## config.mk

```make
export PLATFORM = sky130hd
export DESIGN_NAME = key_escape_decoder_cursor_unit
export DESIGN_NICKNAME = d
export VERILOG_FILES = /design/src/hdl/ked_pkg.sv /design/src/hdl/key_escape_decoder_cursor_unit.sv
export SDC_FILE = /design/constraint.sdc
export NUM_CORES = 1
export LEC_CHECK = 0
export BUFFER_PORTS_ARGS = -buffer_cell sky130_fd_sc_hd__buf_2
export CELL_PAD_IN_SITES_DETAIL_PLACEMENT = 1
export CELL_PAD_IN_SITES_GLOBAL_PLACEMENT = 1
export CORE_ASPECT_RATIO = 1.75
export CORE_MARGIN = 4
export CORE_UTILIZATION = 32
export CTS_CLUSTER_DIAMETER = 80
export DETAILED_ROUTE_END_ITERATION = 10
export GPL_TIMING_DRIVEN = 0
export PLACE_DENSITY_LB_ADDON = 0.05
export SYNTH_ARGS = -nofsm -noshare
export SYNTH_HDL_FRONTEND = slang
export SYNTH_SLANG_ARGS = --single-unit
```

## constraint.sdc

```tcl
create_clock -name clk -period 6.4 [get_ports clk]
set_clock_uncertainty 0.1 [all_clocks]
set_input_delay 0 -clock clk [delete_from_list [all_inputs] [get_ports clk]]
set_output_delay 0 -clock clk [all_outputs]
set_load 0.05 [all_outputs]
```

## src/hdl/ked_pkg.sv

```systemverilog
// Shared constants and types for the key escape decoder with cursor.
package ked_pkg;

	localparam int MAX_DIM = 1023;

	localparam logic [9:0] COLS_RESET = 10'd80;
	localparam logic [9:0] ROWS_RESET = 10'd24;

	localparam logic [0:0] REG_COLS = 1'b0;
	localparam logic [0:0] REG_ROWS = 1'b1;

	localparam logic [7:0] B_ESC   = 8'h1b;
	localparam logic [7:0] B_LBRK  = 8'h5b;
	localparam logic [7:0] B_SS3   = 8'h4f;
	localparam logic [7:0] B_TILDE = 8'h7e;
	localparam logic [7:0] B_CTRLQ = 8'h11;

	localparam logic [8:0] K_ESC   = 9'h01b;
	localparam logic [8:0] K_CTRLQ = 9'h011;
	localparam logic [8:0] K_LEFT  = 9'd256;
	localparam logic [8:0] K_RIGHT = 9'd257;
	localparam logic [8:0] K_UP    = 9'd258;
	localparam logic [8:0] K_DOWN  = 9'd259;
	localparam logic [8:0] K_DEL   = 9'd260;
	localparam logic [8:0] K_HOME  = 9'd261;
	localparam logic [8:0] K_END   = 9'd262;
	localparam logic [8:0] K_PGUP  = 9'd263;
	localparam logic [8:0] K_PGDN  = 9'd264;

	typedef enum logic [1:0] {
		PC_OTHER = 2'd0,
		PC_CSI   = 2'd1,
		PC_SS3   = 2'd2
	} prefix_t;

	typedef enum logic [3:0] {
		PH_IDLE   = 4'b0001,
		PH_ESC    = 4'b0010,
		PH_PREFIX = 4'b0100,
		PH_DIGIT  = 4'b1000
	} phase_t;

endpackage

```

## src/hdl/key_escape_decoder_cursor_unit.sv

```systemverilog
// Top level: VT100 key sequence decoder driving a clamped text cursor.
//
// channel   dir  handshake          payload
// s_*       in   s_tvalid/s_tready  s_tdata = data_byte, s_tuser = kind (1 = timeout)
// m_*       out  m_tvalid/m_tready  m_tdata = key_code,col,row, m_tuser = quit
// cfg_*     in   cfg_we             cfg_index selects cols/rows, cfg_data value
//
// One request per cycle while the output is not stalled; a key is built from its last
// byte by the input register, decode and cursor logic, then the output register.
// Reset: parser idle, cursor at 0,0, screen 80 x 24.
// A stalled output holds the input stage; the input stays ready while the
// output is empty, being taken, or the staged byte produces no key.
module key_escape_decoder_cursor_unit #(
	parameter int MAX_DIM = ked_pkg::MAX_DIM
) (
	input  logic        clk,
	input  logic        arst_n,
	input  logic        s_tvalid,
	output logic        s_tready,
	input  logic [7:0]  s_tdata,   // [7:0] data_byte
	input  logic        s_tuser,   // [0] kind
	output logic        m_tvalid,
	input  logic        m_tready,
	output logic [31:0] m_tdata,   // [8:0] key_code, [18:9] cursor_col, [28:19] cursor_row
	output logic        m_tuser,   // [0] quit
	input  logic        cfg_we,
	input  logic [0:0]  cfg_index,
	input  logic [9:0]  cfg_data
);

	logic [9:0] cols_q, rows_q;
	logic       v_s1, kind_s1;
	logic [7:0] byte_s1;
	ked_pkg::phase_t  phase_q, phase_d;
	ked_pkg::prefix_t prefix_q, prefix_d;
	logic [7:0] digit_q, digit_d;
	logic [9:0] col_q, row_q;
	logic       v_s2, quit_s2;
	logic [8:0] key_s2;
	logic [9:0] col_s2, row_s2;

	logic       emit, advance;
	logic [8:0] key;
	logic [9:0] cols_e, rows_e, cols_m1, rows_m1, col_c, row_c, col_n, row_n;

	assign advance  = v_s1 && (!v_s2 || m_tready || !emit);
	assign s_tready = !v_s1 || advance;

	always_ff @(posedge clk or negedge arst_n) begin
		if (!arst_n) begin
			cols_q <= ked_pkg::COLS_RESET;
			rows_q <= ked_pkg::ROWS_RESET;
		end else if (cfg_we) begin
			unique case (cfg_index)
				ked_pkg::REG_COLS: cols_q <= cfg_data;
				ked_pkg::REG_ROWS: rows_q <= cfg_data;
				default: ;
			endcase
		end
	end

	always_ff @(posedge clk or negedge arst_n) begin
		if (!arst_n) begin
			v_s1 <= 1'b0;
		end else if (s_tready) begin
			v_s1 <= s_tvalid;
		end
	end

	always_ff @(posedge clk) begin
		if (s_tvalid && s_tready) begin
			kind_s1 <= s_tuser;
			byte_s1 <= s_tdata;
		end
	end

	// parser
	always_comb begin
		phase_d  = ked_pkg::PH_IDLE;
		prefix_d = prefix_q;
		digit_d  = digit_q;
		emit     = 1'b0;
		key      = ked_pkg::K_ESC;
		unique case (phase_q)
			ked_pkg::PH_ESC: begin
				if (kind_s1) begin
					emit = 1'b1;
				end else begin
					phase_d  = ked_pkg::PH_PREFIX;
					prefix_d = (byte_s1 == ked_pkg::B_LBRK) ? ked_pkg::PC_CSI :
					           (byte_s1 == ked_pkg::B_SS3)  ? ked_pkg::PC_SS3 :
					                                          ked_pkg::PC_OTHER;
				end
			end
			ked_pkg::PH_PREFIX: begin
				if (kind_s1) begin
					emit = 1'b1;
				end else if (prefix_q == ked_pkg::PC_CSI &&
				             byte_s1 >= 8'h30 && byte_s1 <= 8'h39) begin
					phase_d = ked_pkg::PH_DIGIT;
					digit_d = byte_s1;
				end else begin
					emit = 1'b1;
					if (prefix_q == ked_pkg::PC_CSI) begin
						unique case (byte_s1)
							8'h41: key = ked_pkg::K_UP;
							8'h42: key = ked_pkg::K_DOWN;
							8'h43: key = ked_pkg::K_RIGHT;
							8'h44: key = ked_pkg::K_LEFT;
							8'h48: key = ked_pkg::K_HOME;
							8'h46: key = ked_pkg::K_END;
							default: key = ked_pkg::K_ESC;
						endcase
					end else if (prefix_q == ked_pkg::PC_SS3) begin
						unique case (byte_s1)
							8'h48: key = ked_pkg::K_HOME;
							8'h46: key = ked_pkg::K_END;
							default: key = ked_pkg::K_ESC;
						endcase
					end
				end
			end
			ked_pkg::PH_DIGIT: begin
				emit = 1'b1;
				if (!kind_s1 && byte_s1 == ked_pkg::B_TILDE) begin
					unique case (digit_q) inside
						8'h31, 8'h37: key = ked_pkg::K_HOME;
						8'h33:        key = ked_pkg::K_DEL;
						8'h34, 8'h38: key = ked_pkg::K_END;
						8'h35:        key = ked_pkg::K_PGUP;
						8'h36:        key = ked_pkg::K_PGDN;
						default:      key = ked_pkg::K_ESC;
					endcase
				end
			end
			default: begin
				if (!kind_s1) begin
					if (byte_s1 == ked_pkg::B_ESC) begin
						phase_d = ked_pkg::PH_ESC;
					end else begin
						emit = 1'b1;
						key  = {1'b0, byte_s1};
					end
				end
			end
		endcase
	end

	// cursor
	always_comb begin
		if (cols_q == 10'd0)             cols_e = 10'd1;
		else if (int'(cols_q) > MAX_DIM) cols_e = 10'(MAX_DIM);
		else                             cols_e = cols_q;
		if (rows_q == 10'd0)             rows_e = 10'd1;
		else if (int'(rows_q) > MAX_DIM) rows_e = 10'(MAX_DIM);
		else                             rows_e = rows_q;
		cols_m1 = cols_e - 10'd1;
		rows_m1 = rows_e - 10'd1;
		col_c   = (col_q > cols_m1) ? cols_m1 : col_q;
		row_c   = (row_q > rows_m1) ? rows_m1 : row_q;
		col_n   = col_c;
		row_n   = row_c;
		case (key)
			ked_pkg::K_LEFT:  if (col_c != 10'd0)   col_n = col_c - 10'd1;
			ked_pkg::K_RIGHT: if (col_c != cols_m1) col_n = col_c + 10'd1;
			ked_pkg::K_UP:    if (row_c != 10'd0)   row_n = row_c - 10'd1;
			ked_pkg::K_DOWN:  if (row_c != rows_m1) row_n = row_c + 10'd1;
			ked_pkg::K_HOME:  col_n = 10'd0;
			ked_pkg::K_END:   col_n = cols_m1;
			ked_pkg::K_PGUP:  row_n = 10'd0;
			ked_pkg::K_PGDN:  row_n = rows_m1;
			default: ;
		endcase
	end

	always_ff @(posedge clk or negedge arst_n) begin
		if (!arst_n) begin
			phase_q  <= ked_pkg::PH_IDLE;
			prefix_q <= ked_pkg::PC_OTHER;
			digit_q  <= 8'd0;
			col_q    <= 10'd0;
			row_q    <= 10'd0;
		end else if (advance) begin
			phase_q  <= phase_d;
			prefix_q <= prefix_d;
			digit_q  <= digit_d;
			if (emit) begin
				col_q <= col_n;
				row_q <= row_n;
			end
		end
	end

	always_ff @(posedge clk or negedge arst_n) begin
		if (!arst_n) begin
			v_s2 <= 1'b0;
		end else if (advance && emit) begin
			v_s2 <= 1'b1;
		end else if (m_tready) begin
			v_s2 <= 1'b0;
		end
	end

	always_ff @(posedge clk) begin
		if (advance && emit) begin
			key_s2  <= key;
			col_s2  <= col_n;
			row_s2  <= row_n;
			quit_s2 <= (key == ked_pkg::K_CTRLQ);
		end
	end

	assign m_tvalid = v_s2;
	assign m_tdata  = {3'b000, row_s2, col_s2, key_s2};
	assign m_tuser  = quit_s2;

endmodule
```

### Yosys cells after proc, flatten, opt, wreduce, memory -nomap -nowiden

Cells that the tools add are included.

* $add $sub $neg: 6
* multipliers: 0
* divide/modulo/power cells: 0
* $lt $le $gt $ge: 4
* equal/unequal tests: 33
* shifts and indexed selects: 0
* mux-type cells: 37
* bitwise operators: 2
* reduce and logical (&&, ||, !) cells: 25

Operators with widths (count)
* 10-bit 2-to-1 mux: 8
* 10-bit case mux with 4 select lines: 2
* 8-bit by 7-bit == test with 1-bit output, second input constant: 9
* 9-bit == test, second input constant: 8
* 8-bit by 6-bit == test with 1-bit output, second input constant: 7
* 9-bit case mux with 6 select lines: 1
* 9-bit 2-to-1 mux: 5
* 9-bit case mux with 5 select lines: 1
* 10-bit by 1-bit subtractor with 10-bit output, second input constant: 4
* 9-bit case mux with 3 select lines: 1
* 10-bit by 1-bit adder with 10-bit output, second input constant: 2
* 10-bit > comparator: 2
* 10-bit logical NOT: 2
* 10-bit != test: 2
* 10-bit nonzero test: 2
* 9-bit case mux with 2 select lines: 1
* 8-bit 2-to-1 mux: 2
* 4-bit case mux with 3 select lines: 1
* 9-bit by 5-bit == test with 1-bit output, second input constant: 1
* 8-bit by 5-bit == test with 1-bit output, second input constant: 1
* 8-bit by 6-bit >= comparator with 1-bit output, second input constant: 1
* 8-bit by 6-bit <= comparator with 1-bit output, second input constant: 1
* 2-bit 2-to-1 mux: 4
* 4-bit 2-to-1 mux: 2
* other kinds (17): 37

* bits in registers: 95
* bits in latches: 0
* RAM bits: 0
* bits in read-only memories: 0
* input port bits: 25
* word-level logic and storage cells: 122
* memories kept: 0

### Longest topological paths before layout

Gate-level depths: netlist of the first run.

* word-level depth: 11
* mapped depth: 30
* depth with buffers taken out: 25

### Worst setup path after synthesis of the first run

No wires, ideal clock.

* path kind: register to register
* from: register cols_q[3]
* to: register col_s2[5], data pin
* data arrival time: 6.250 ns
* setup slack: -0.214 ns
* cell stages (with the launch flop): 28
* cell sequence: dfrtp_1 -> buf_4 -> nor4_1 -> buf_2 -> a31o_2 -> inv_1 -> ha_1 -> clkbuf_1 -> nor3b_1 -> xnor2_1 -> ha_1 -> and3_1 -> a221o_1 -> a31oi_1 -> a2bb2oi_1 -> o211ai_2 -> o21ai_4 -> buf_4 -> buf_2 -> nor2_1 -> a21oi_1 -> ha_1 -> nand4_1 -> o31ai_1 -> nand2_1 -> a32oi_1 -> xnor2_1 -> o21ai_0

* word-level cells in the longest chain between the ends: 8

RTL lines
* start, declared: line key_escape_decoder_cursor_unit.sv:31 `logic [9:0] cols_q, rows_q;`
* start signal, assigned: line key_escape_decoder_cursor_unit.sv:51 `cols_q <= ked_pkg::COLS_RESET;`
* start signal, assigned: line key_escape_decoder_cursor_unit.sv:55 `ked_pkg::REG_COLS: cols_q <= cfg_data;`
* 10-bit logical NOT: line key_escape_decoder_cursor_unit.sv:151 `if (cols_q == 10'd0) cols_e = 10'd1;`
* 10-bit 2-to-1 mux (*): line key_escape_decoder_cursor_unit.sv:151
* 10-bit by 1-bit subtractor with 10-bit output (*): line key_escape_decoder_cursor_unit.sv:157 `cols_m1 = cols_e - 10'd1;`
* 10-bit > comparator: line key_escape_decoder_cursor_unit.sv:159 `col_c = (col_q > cols_m1) ? cols_m1 : col_q;`
* 10-bit 2-to-1 mux: line key_escape_decoder_cursor_unit.sv:159
* 10-bit by 1-bit adder with 10-bit output, or another cell as far along: line key_escape_decoder_cursor_unit.sv:165 `ked_pkg::K_RIGHT: if (col_c != cols_m1) col_n = col_c + 10'd1;`
* 10-bit 2-to-1 mux (on tied branches): line key_escape_decoder_cursor_unit.sv:165, key_escape_decoder_cursor_unit.sv:164
* 10-bit case mux with 4 select lines (*): line key_escape_decoder_cursor_unit.sv:163 `case (key)`
* named net col_n[5]: line key_escape_decoder_cursor_unit.sv:44 `logic [9:0] cols_e, rows_e, cols_m1, rows_m1, col_c, row_c, col_n, row_n;`
* end signal, assigned: line key_escape_decoder_cursor_unit.sv:207 `col_s2 <= col_n;`
* end, declared: line key_escape_decoder_cursor_unit.sv:40 `logic [9:0] col_s2, row_s2;`

The timed path passes the listed nets; every way through them passes the cells marked *.
A chain may end at the register's enable or synchronous reset.

### Worst setup path in the final report of the first run

* from: register cols_q[2]
* to: register col_q[3]

* word-level cells in the longest chain between the ends: 8

RTL lines
* 10-bit logical NOT: line key_escape_decoder_cursor_unit.sv:151
* 10-bit 2-to-1 mux (*): line key_escape_decoder_cursor_unit.sv:151
* 10-bit by 1-bit subtractor with 10-bit output (*): line key_escape_decoder_cursor_unit.sv:157
* 10-bit > comparator: line key_escape_decoder_cursor_unit.sv:159
* 10-bit 2-to-1 mux: line key_escape_decoder_cursor_unit.sv:159
* 10-bit by 1-bit adder with 10-bit output, or another cell as far along: line key_escape_decoder_cursor_unit.sv:165
* 10-bit 2-to-1 mux (on tied branches): line key_escape_decoder_cursor_unit.sv:165, key_escape_decoder_cursor_unit.sv:164
* 10-bit case mux with 4 select lines (*): line key_escape_decoder_cursor_unit.sv:163
* named net col_n[3]: line key_escape_decoder_cursor_unit.sv:44
* end signal, assigned: line key_escape_decoder_cursor_unit.sv:188 `col_q <= col_n;`
* end, declared: line key_escape_decoder_cursor_unit.sv:37 `logic [9:0] col_q, row_q;`

Marks and branches as above.

==> summary.md, run 1 <==
| Metric | Value |
|---|---|
| Final period utilization | 0.969 |
| Area of the multi-input gates | 5130 um^2 |
| Crit end category | register |
| Synth top area cells | dfrtp_1 16%, edfxtp_1 15%, mux2_2 6.3% |
| Internal power | 1590 uW |
| Part of the power in registers | 0.306 |
| Share of cells above drive strength 1 | 0.229 |
| R2R setup slack | 200 ps |
| Commonest non-fill, non-tap cell in the layout | nand2_1 |
| Xor/xnor share of the synthesized area | 0.0430 |
| Core area | between 20000 and 25000 um^2 |
| Layout Nets | 1036 |
| EDFF count, synth | 39 |
| Max FO, Critical Path | 10 |
| DR vias | 7489 |
| Crit-path max cell delay | 410 ps |
| Port bufs | 56 |
| Initial DRC count | 394 |
| Final Routed Wirelength | 29.1 mm |
| Vias per cell | about 5.7 |
| Initial antenna violation count | 0 |
| Status | finished, final reports clean |
| CTS Buffer Depth | 2 |
| Total CTS buffers | 9 |
| Clock power frac | 0.181 |
| Final setup viols | 0 |
| Net switching power | 1300 uW |
| Total GRT Usage | 0.216 |
| Worst-path clk slew | 70 ps |
| Peak supply drop | between 200 and 250 uV |
| Post-synth top area cell | dfrtp_1 |
| CTS tree | built |
| Routed length per instance | roughly 22 um |
| Final design utilization | 0.394 |
| Drt first pass iters | 5 |
| Die area | 27100 um^2 |
| Sw frac | 0.449 |
| CP arrival | between 6000 and 7000 ps |
| GR Overflow Total | 0 |
| Fillcell total | roughly 2800 |
| Post-route ant nets | 0 |
| Routability cong. | between 0.9 and 1 |
| IO Count | 60 |
| Tightest Pin Transition | 1020 ps |
| Crit Path Class | reg2reg |
| P&R area growth vs syn | 20.9% |
| Ys async rst share | 0.589 |
| Comb power frac | 0.513 |
| Synth top area share | 0.163 |
| Hold Path Class | in2async |
| Adder-Cell Fraction of Synth Area | 0.0316 |
| Max-Slew Margin vs Limit | 0.318 |
| Simple-gate portion of the synthesized area | 0.236 |
| CP max stage cell | a221o_1 |
| H-tree depth | 3 |
| Syn_area_per_cell | 8.96 um^2 |
| Clock latency on the worst-skew pair | 370 ps |
| Multiplexer area fraction after synthesis | 0.0890 |
| Die height | 215 um |
| Post-synthesis cell area | 7830 um^2 |
| DP Wirelength | between 20 and 25 mm |
| FF/Latch Area | 2580 um^2 |
| Seq cells post-synth | 95 |
| Largest family of logic cells by synthesized area | simple AND/OR/NAND/NOR gates |
| Compound-gate portion of the synthesized area | 0.227 |
| Power per cell area | 305 nW/um^2 |
| Largest net degree at the start of global routing | 57 |
| Starting Density | 0.326 |
| Antenna diodes | 0 |
| Root Buffer Master | clkbuf_16 |
| LEAKAGE | 0.00363 uW |
| Max Slew Vio Count | 0 |
| Crit path top cell by count | buf_6 |
| Minimum clock period | 6200 ps |
| RSZ-0062 raised after global routing | true |
| Distinct cells, synth | 92 |
| Worst setup SP type | register |
| Max-cap viol count | 0 |
| Synthesized instance count | 874 |
| Clock Sink Count | 95 |
| Most frequent cells in the layout | 69 x nand2_1, 58 x buf_2, 51 x nor2_1, 50 x dfrtp_1, 45 x mux2_2 |
| Vias in the first global route | slightly above 8000 |
| Fin Hold WS | about 140 ps |
| Die extent in x | 126 um |
| Ys flop type | dfrtp_1 |
| Std cell rows | 75 |
| Critical path required time | 6560 ps |
| Yosys warns | 0 |
| Sequential area share after synthesis | 0.329 |
| Final Hold Violating Endpoints | 0 |
| First-pass GRT wire length | about 46 mm |
| FMAX | 0.161 GHz |
| DRC viols | 0 |
cell type report:
cell class	instances	area share
Clock buffer	10	0.0242
Multi-Input combinational cell	702	0.542
Tap cell	308	0.0407
Timing Repair Buffer	109	0.0795
Inverter	32	0.0127
Buffer	43	0.0243
Clock inverter	6	0.00475
Sequential cell	95	0.272
routing by layer:
| metal | wire length (um) | vias to the layer above | track usage |
|---|---|---|---|
| li1 | - | 3558 | - |
| met1 | 11600 | 3713 | 0.246 |
| met2 | 15400 | 161 | 0.394 |
| met3 | 727 | 57 | 0.0266 |
| met4 | 1290 | 0 | 0.103 |
| met5 | 0 | - | 0 |
Yosys cell counts (11+ instances only):
cell type and n:
nand2_1 70, nor2_1 52, dfrtp_1 51, mux2_2 44, a21oi_1 43, o21ai_0 42, edfxtp_1 39, nand3_1 35
inv_1 32, clkbuf_1 31, nor3_1 30, ha_1 19, mux2i_1 19, and2_1 18, xnor2_1 17, or3_1 16
a211oi_1 15, nor4_1 15, nand2b_1 14, a31oi_1 12, and3_1 12, nand4_1 12, nor2b_1 11, xor2_1 11
metrics by stage:
stage / TNS, ps / area, um^2 / power [uW] / instances / worst slack, ps
floorplan: 0 / 7870 / 1830 / 876 / 28.2
global placement: -26690 / 8530 / 2200 / 1240 / -1810
detailed placement: -29990 / 8570 / 2240 / 1242 / -1910
CTS: 0 / 9240 / 2850 / 1286 / 23.3
global route: -231 / 9470 / 3090 / 1305 / -86.5
finish: 0 / 9470 / 2890 / 1305 / 200
path summary, 6_finish.rpt:
path	from	endpoint	cells after the start
worst max register to register	cols_q[2]	col_q[3]	29
worst min-delay path	arst_n	row_q[4]	2
min in group clk	cfg_index	cols_q[1]	5
max in group asynchronous	arst_n	cols_q[5]	2
worst max-delay path	cols_q[2]	col_q[3]	29
worst min register to register	digit_q[5]	digit_q[5]	1
worst max-delay path, delay by kind of cell (launching register included):
family                   cells  cell delay, ps
AND/OR/NAND/NOR              5             860
flip-flops                   1             390
multiplexers                 1             280
buffers and inverters        7             960
adder cells (fa/ha/maj)      3             740
AO/OA/AOI/OAI               12            2560
XOR/XNOR                     1             150
sequential cells by signal, summed over array words and instances, names as in the netlist, 9 cells and up:
name	count
col_s2	10
cols_q	10
row_s2	10
row_q	10
rows_q	10
key_s2	9
col_q	10
power by group through the flow:
stage,logic [uW],registers (uW),clock network [uW]
finish,1480,885,523
global route,1620,900,574
floorplan,920,912,0
detailed placement,1350,887,0
CTS,1420,883,549
global placement,1310,884,0
kinds of logic after synthesis:
| family | after synthesis |
|---|---|
| muxes | 64 |
| buffers and inverters | 79 |
| and+or+nand+nor | 336 |
| other | 1 |
| xor gates and xnor gates | 32 |
| DFF | 95 |
| adders and majority gates | 20 |
| AOI/OAI and AO/OA | 247 |
what timing repair did:
action,4_1_cts,5_1_grt
pin swaps,5,7
setup endpoints to repair,20,25
hold endpoints to repair,82,0
setup buffers,7,20
hold buffers,24,0
gates resized for setup,22,16
Power figures use the tool's default switching activity.
==> inputs of run 2 (changes only) <==
--- a/config.mk
+++ b/config.mk
@@ -5,14 +5,15 @@
 export SDC_FILE = /design/constraint.sdc
 export NUM_CORES = 1
 export LEC_CHECK = 0
-export BUFFER_PORTS_ARGS = -buffer_cell sky130_fd_sc_hd__buf_2
 export CELL_PAD_IN_SITES_DETAIL_PLACEMENT = 1
 export CELL_PAD_IN_SITES_GLOBAL_PLACEMENT = 1
 export CORE_ASPECT_RATIO = 1.75
 export CORE_MARGIN = 4
 export CORE_UTILIZATION = 32
+export CTS_BUF_LIST = sky130_fd_sc_hd__clkbuf_16
 export CTS_CLUSTER_DIAMETER = 80
 export DETAILED_ROUTE_END_ITERATION = 10
+export DONT_BUFFER_PORTS = 1
 export GPL_TIMING_DRIVEN = 0
 export PLACE_DENSITY_LB_ADDON = 0.05
 export SYNTH_ARGS = -nofsm -noshare
==> summary.md, run 2 (synthesis gave the netlist of run 1 again) <==
| Metric | Value |
|---|---|
| Final period utilization | 0.955 (-0.0135) |
| Minimum clock period | 6110 ps (-86.3 ps) |
| CTS tree | built |
| Routability cong. | 0.934 (-1.0%) |
| Core area | 24000 um^2 (unchanged) |
| Max-Slew Margin vs Limit | 0.306 (-0.0123) |
| Placed inst area | 8290 um^2 (-3.3%) |
| Die extent in x | 126 um (unchanged) |
| Hold Path Class | in2reg |
| Placed cell count | 1186 (-4.5%) |
| Total GRT Usage | 0.215 (-0.00135) |
| Max FO, Critical Path | 10 (unchanged) |
| Final Non-Filler Cells | 1244 (-4.7%) |
| Final setup viols | 0 (unchanged) |
| Vias in the first global route | 7831 (-3.7%) |
| Initial antenna violation count | 0 (unchanged) |
| Die height | 215 um (unchanged) |
| P&R area growth vs syn | 17.0% |
| CTS Buffer Depth | 2 (unchanged) |
| Worst-path clk slew | 70 ps (about the same) |
| First-pass GRT wire length | 45.8 mm (-1.3%) |
| Worst Path Buf+Inv | 6 (-1) |
| Total CTS buffers | 9 (unchanged) |
| Post-route ant nets | 0 (unchanged) |
| Share of cells above drive strength 1 | 0.178 (-0.0503) |
| Die area | 27100 um^2 (unchanged) |
| Commonest non-fill, non-tap cell in the layout | nand2_1 |
| Most frequent cells in the layout | 68 x nand2_1, 51 x nor2_1, 51 x dfrtp_1, 45 x mux2_2 |
| Starting Density | 0.326 (unchanged) |
| Routed length per instance | 23.6 um (+5.9%) |
| Layout Nets | 975 (-5.9%) |
| Drt first pass iters | 4 (-1) |
| Crit end category | register |
| Fillcell total | 2808 (-0.50%) |
| Status | finished, final reports clean |
| Port bufs | 0 (-100%) |
| Tightest Pin Transition | 1040 ps (+18.3 ps) |
| CP max stage cell | dfstp_2 |
| LEAKAGE | 0.00341 uW (-6.3%) |
| DRC viols | 0 (unchanged) |
| Design area | 9170 um^2 (-3.2%) |
| Top delay family on crit path | compound AO/OA/AOI/OAI gates |
| Std cell rows | 75 (unchanged) |
| DP Wirelength | 22.8 mm (+1.2%) |
| IO Count | 60 (unchanged) |
| Max Slew Vio Count | 0 (unchanged) |
| Power per cell area | 314 nW/um^2 (+2.8%) |
| Antenna diodes | 0 (unchanged) |
| Final Hold Violating Endpoints | 0 (unchanged) |
| Total Negative Setup Slacks | 0 ps (unchanged) |
| H-tree depth | 3 (unchanged) |
| Largest net degree at the start of global routing | 57 (unchanged) |
| Max-cap viol count | 0 (unchanged) |
| Critical path required time | 6400 ps (-160 ps) |
| Final Routed Wirelength | 29.3 mm (+0.92%) |
| Worst setup SP type | register |
| Crit-path max cell delay | 630 ps (+220 ps) |
| Crit path top cell by count | buf_6 |
| Crit Path Class | reg2reg |
| Peak supply drop | 186 uV (-9.6%) |
| Clock Sink Count | 95 (unchanged) |
| CP arrival | 6110 ps (-250 ps) |
| Pwr Total | 2870 uW (-0.51%) |
| Vias per cell | 5.89 (+2.6%) |
| FMAX | 0.164 GHz (+1.4%) |
| Area of the multi-input gates | 5130 um^2 (about the same) |
| DR vias | 7323 (-2.2%) |
| Initial DRC count | 367 (-6.9%) |
| Clock latency on the worst-skew pair | 380 ps (about the same) |
| GR Overflow Total | 0 (unchanged) |
| FF/Latch Area | 2580 um^2 (about the same) |
| Root Buffer Master | clkbuf_16 |
[run 2: cell types whose count changed in the layout (fill, tap and decap cells not counted), sizes merged]
| cell | previous run | this run |
|---|---|---|
| clkinvlp | 2 | 1 |
| buf | 101 | 40 |
| dlygate4sd3 | 24 | 23 |
| clkinv | 2 | 1 |
| inv | 34 | 37 |
[run 2: final timing paths]
path / from / to / slack (ps) / depth (start not counted)
max reg2reg: cols_q[4] / col_s2[0] / 290 / 26
min reg2reg: digit_q[4] / digit_q[4] / 370 / 1
min: s_tvalid / byte_s1[7] / 2 / 1
max in group asynchronous: arst_n / cols_q[6] / 5810 / 2
min in group asynchronous: arst_n / row_q[4] / 10 / 2
max: cols_q[4] / col_s2[0] / 290 / 26
[run 2: through the flow]
step                worst slack (ps)  hold slack, ps  utilization
floorplan                       28.2            -396            -
global placement               -1900            -394        0.344
detailed placement             -1880            -393        0.345
CTS                             18.8            9.03        0.374
global route                   -15.5            34.4        0.382
finish                           286            1.61        0.382
[run 2: final cells by class]
type	instances	share of cell area
multi-input combinational	702	0.560
sequential	95	0.281
timing repair buffer	47	0.0483
tap	308	0.0420
buffer	44	0.0251
clock buffer	9	0.0246
inverter	32	0.0131
clock inverter	7	0.00587
[run 2: what timing repair did]
action | CTS | global route
endpoints found under the hold margin | 87 | 0
endpoints found under the setup margin | 20 | 25
gates resized for setup | 21 | 14
pin swaps | 4 | 6
setup buffers | 7 | 14
hold buffers | 24 | 0
[run 2: report_power, final]
group / leakage, uW / switching (uW) / internal (uW) / total [uW]
combinational: 0.00219 / 812 / 548 / 1360
clock: 0.000140 / 277 / 269 / 546
sequential: 0.00107 / 221 / 748 / 969
total: 0.00341 / 1310 / 1570 / 2870
[run 2: worst register-to-register path, stage by stage, from the launching register on]
cell      delay (ps)
dfstp_2          630
nor4_4            70
buf_6            130
a31o_4           250
inv_1            130
ha_4             230
nor3b_2          300
xnor2_2          170
ha_1             260
and3_1           240
a221o_1          350
a31oi_4          220
a211oi_2         110
o21a_2           270
o21ai_4          180
buf_6            140
buf_6            160
nor2_1            80
a21oi_2          220
ha_4             200
nand4_1          120
buf_4            180
o31ai_4          350
buf_4            190
a311oi_1          80
mux2_2           320
o21bai_1         180
[run 2: metal layers]
| metal | share of wire | global-route usage | wire, um | up-vias |
|---|---|---|---|---|
| li1 | - | - | - | 3438 |
| met1 | 0.39 | 0.240 | 11400 | 3657 |
| met2 | 0.54 | 0.402 | 15900 | 169 |
| met3 | 0.033 | 0.0311 | 971 | 59 |
| met4 | 0.035 | 0.0855 | 1030 | 0 |
| met5 | 0 | 0 | 0 | - |
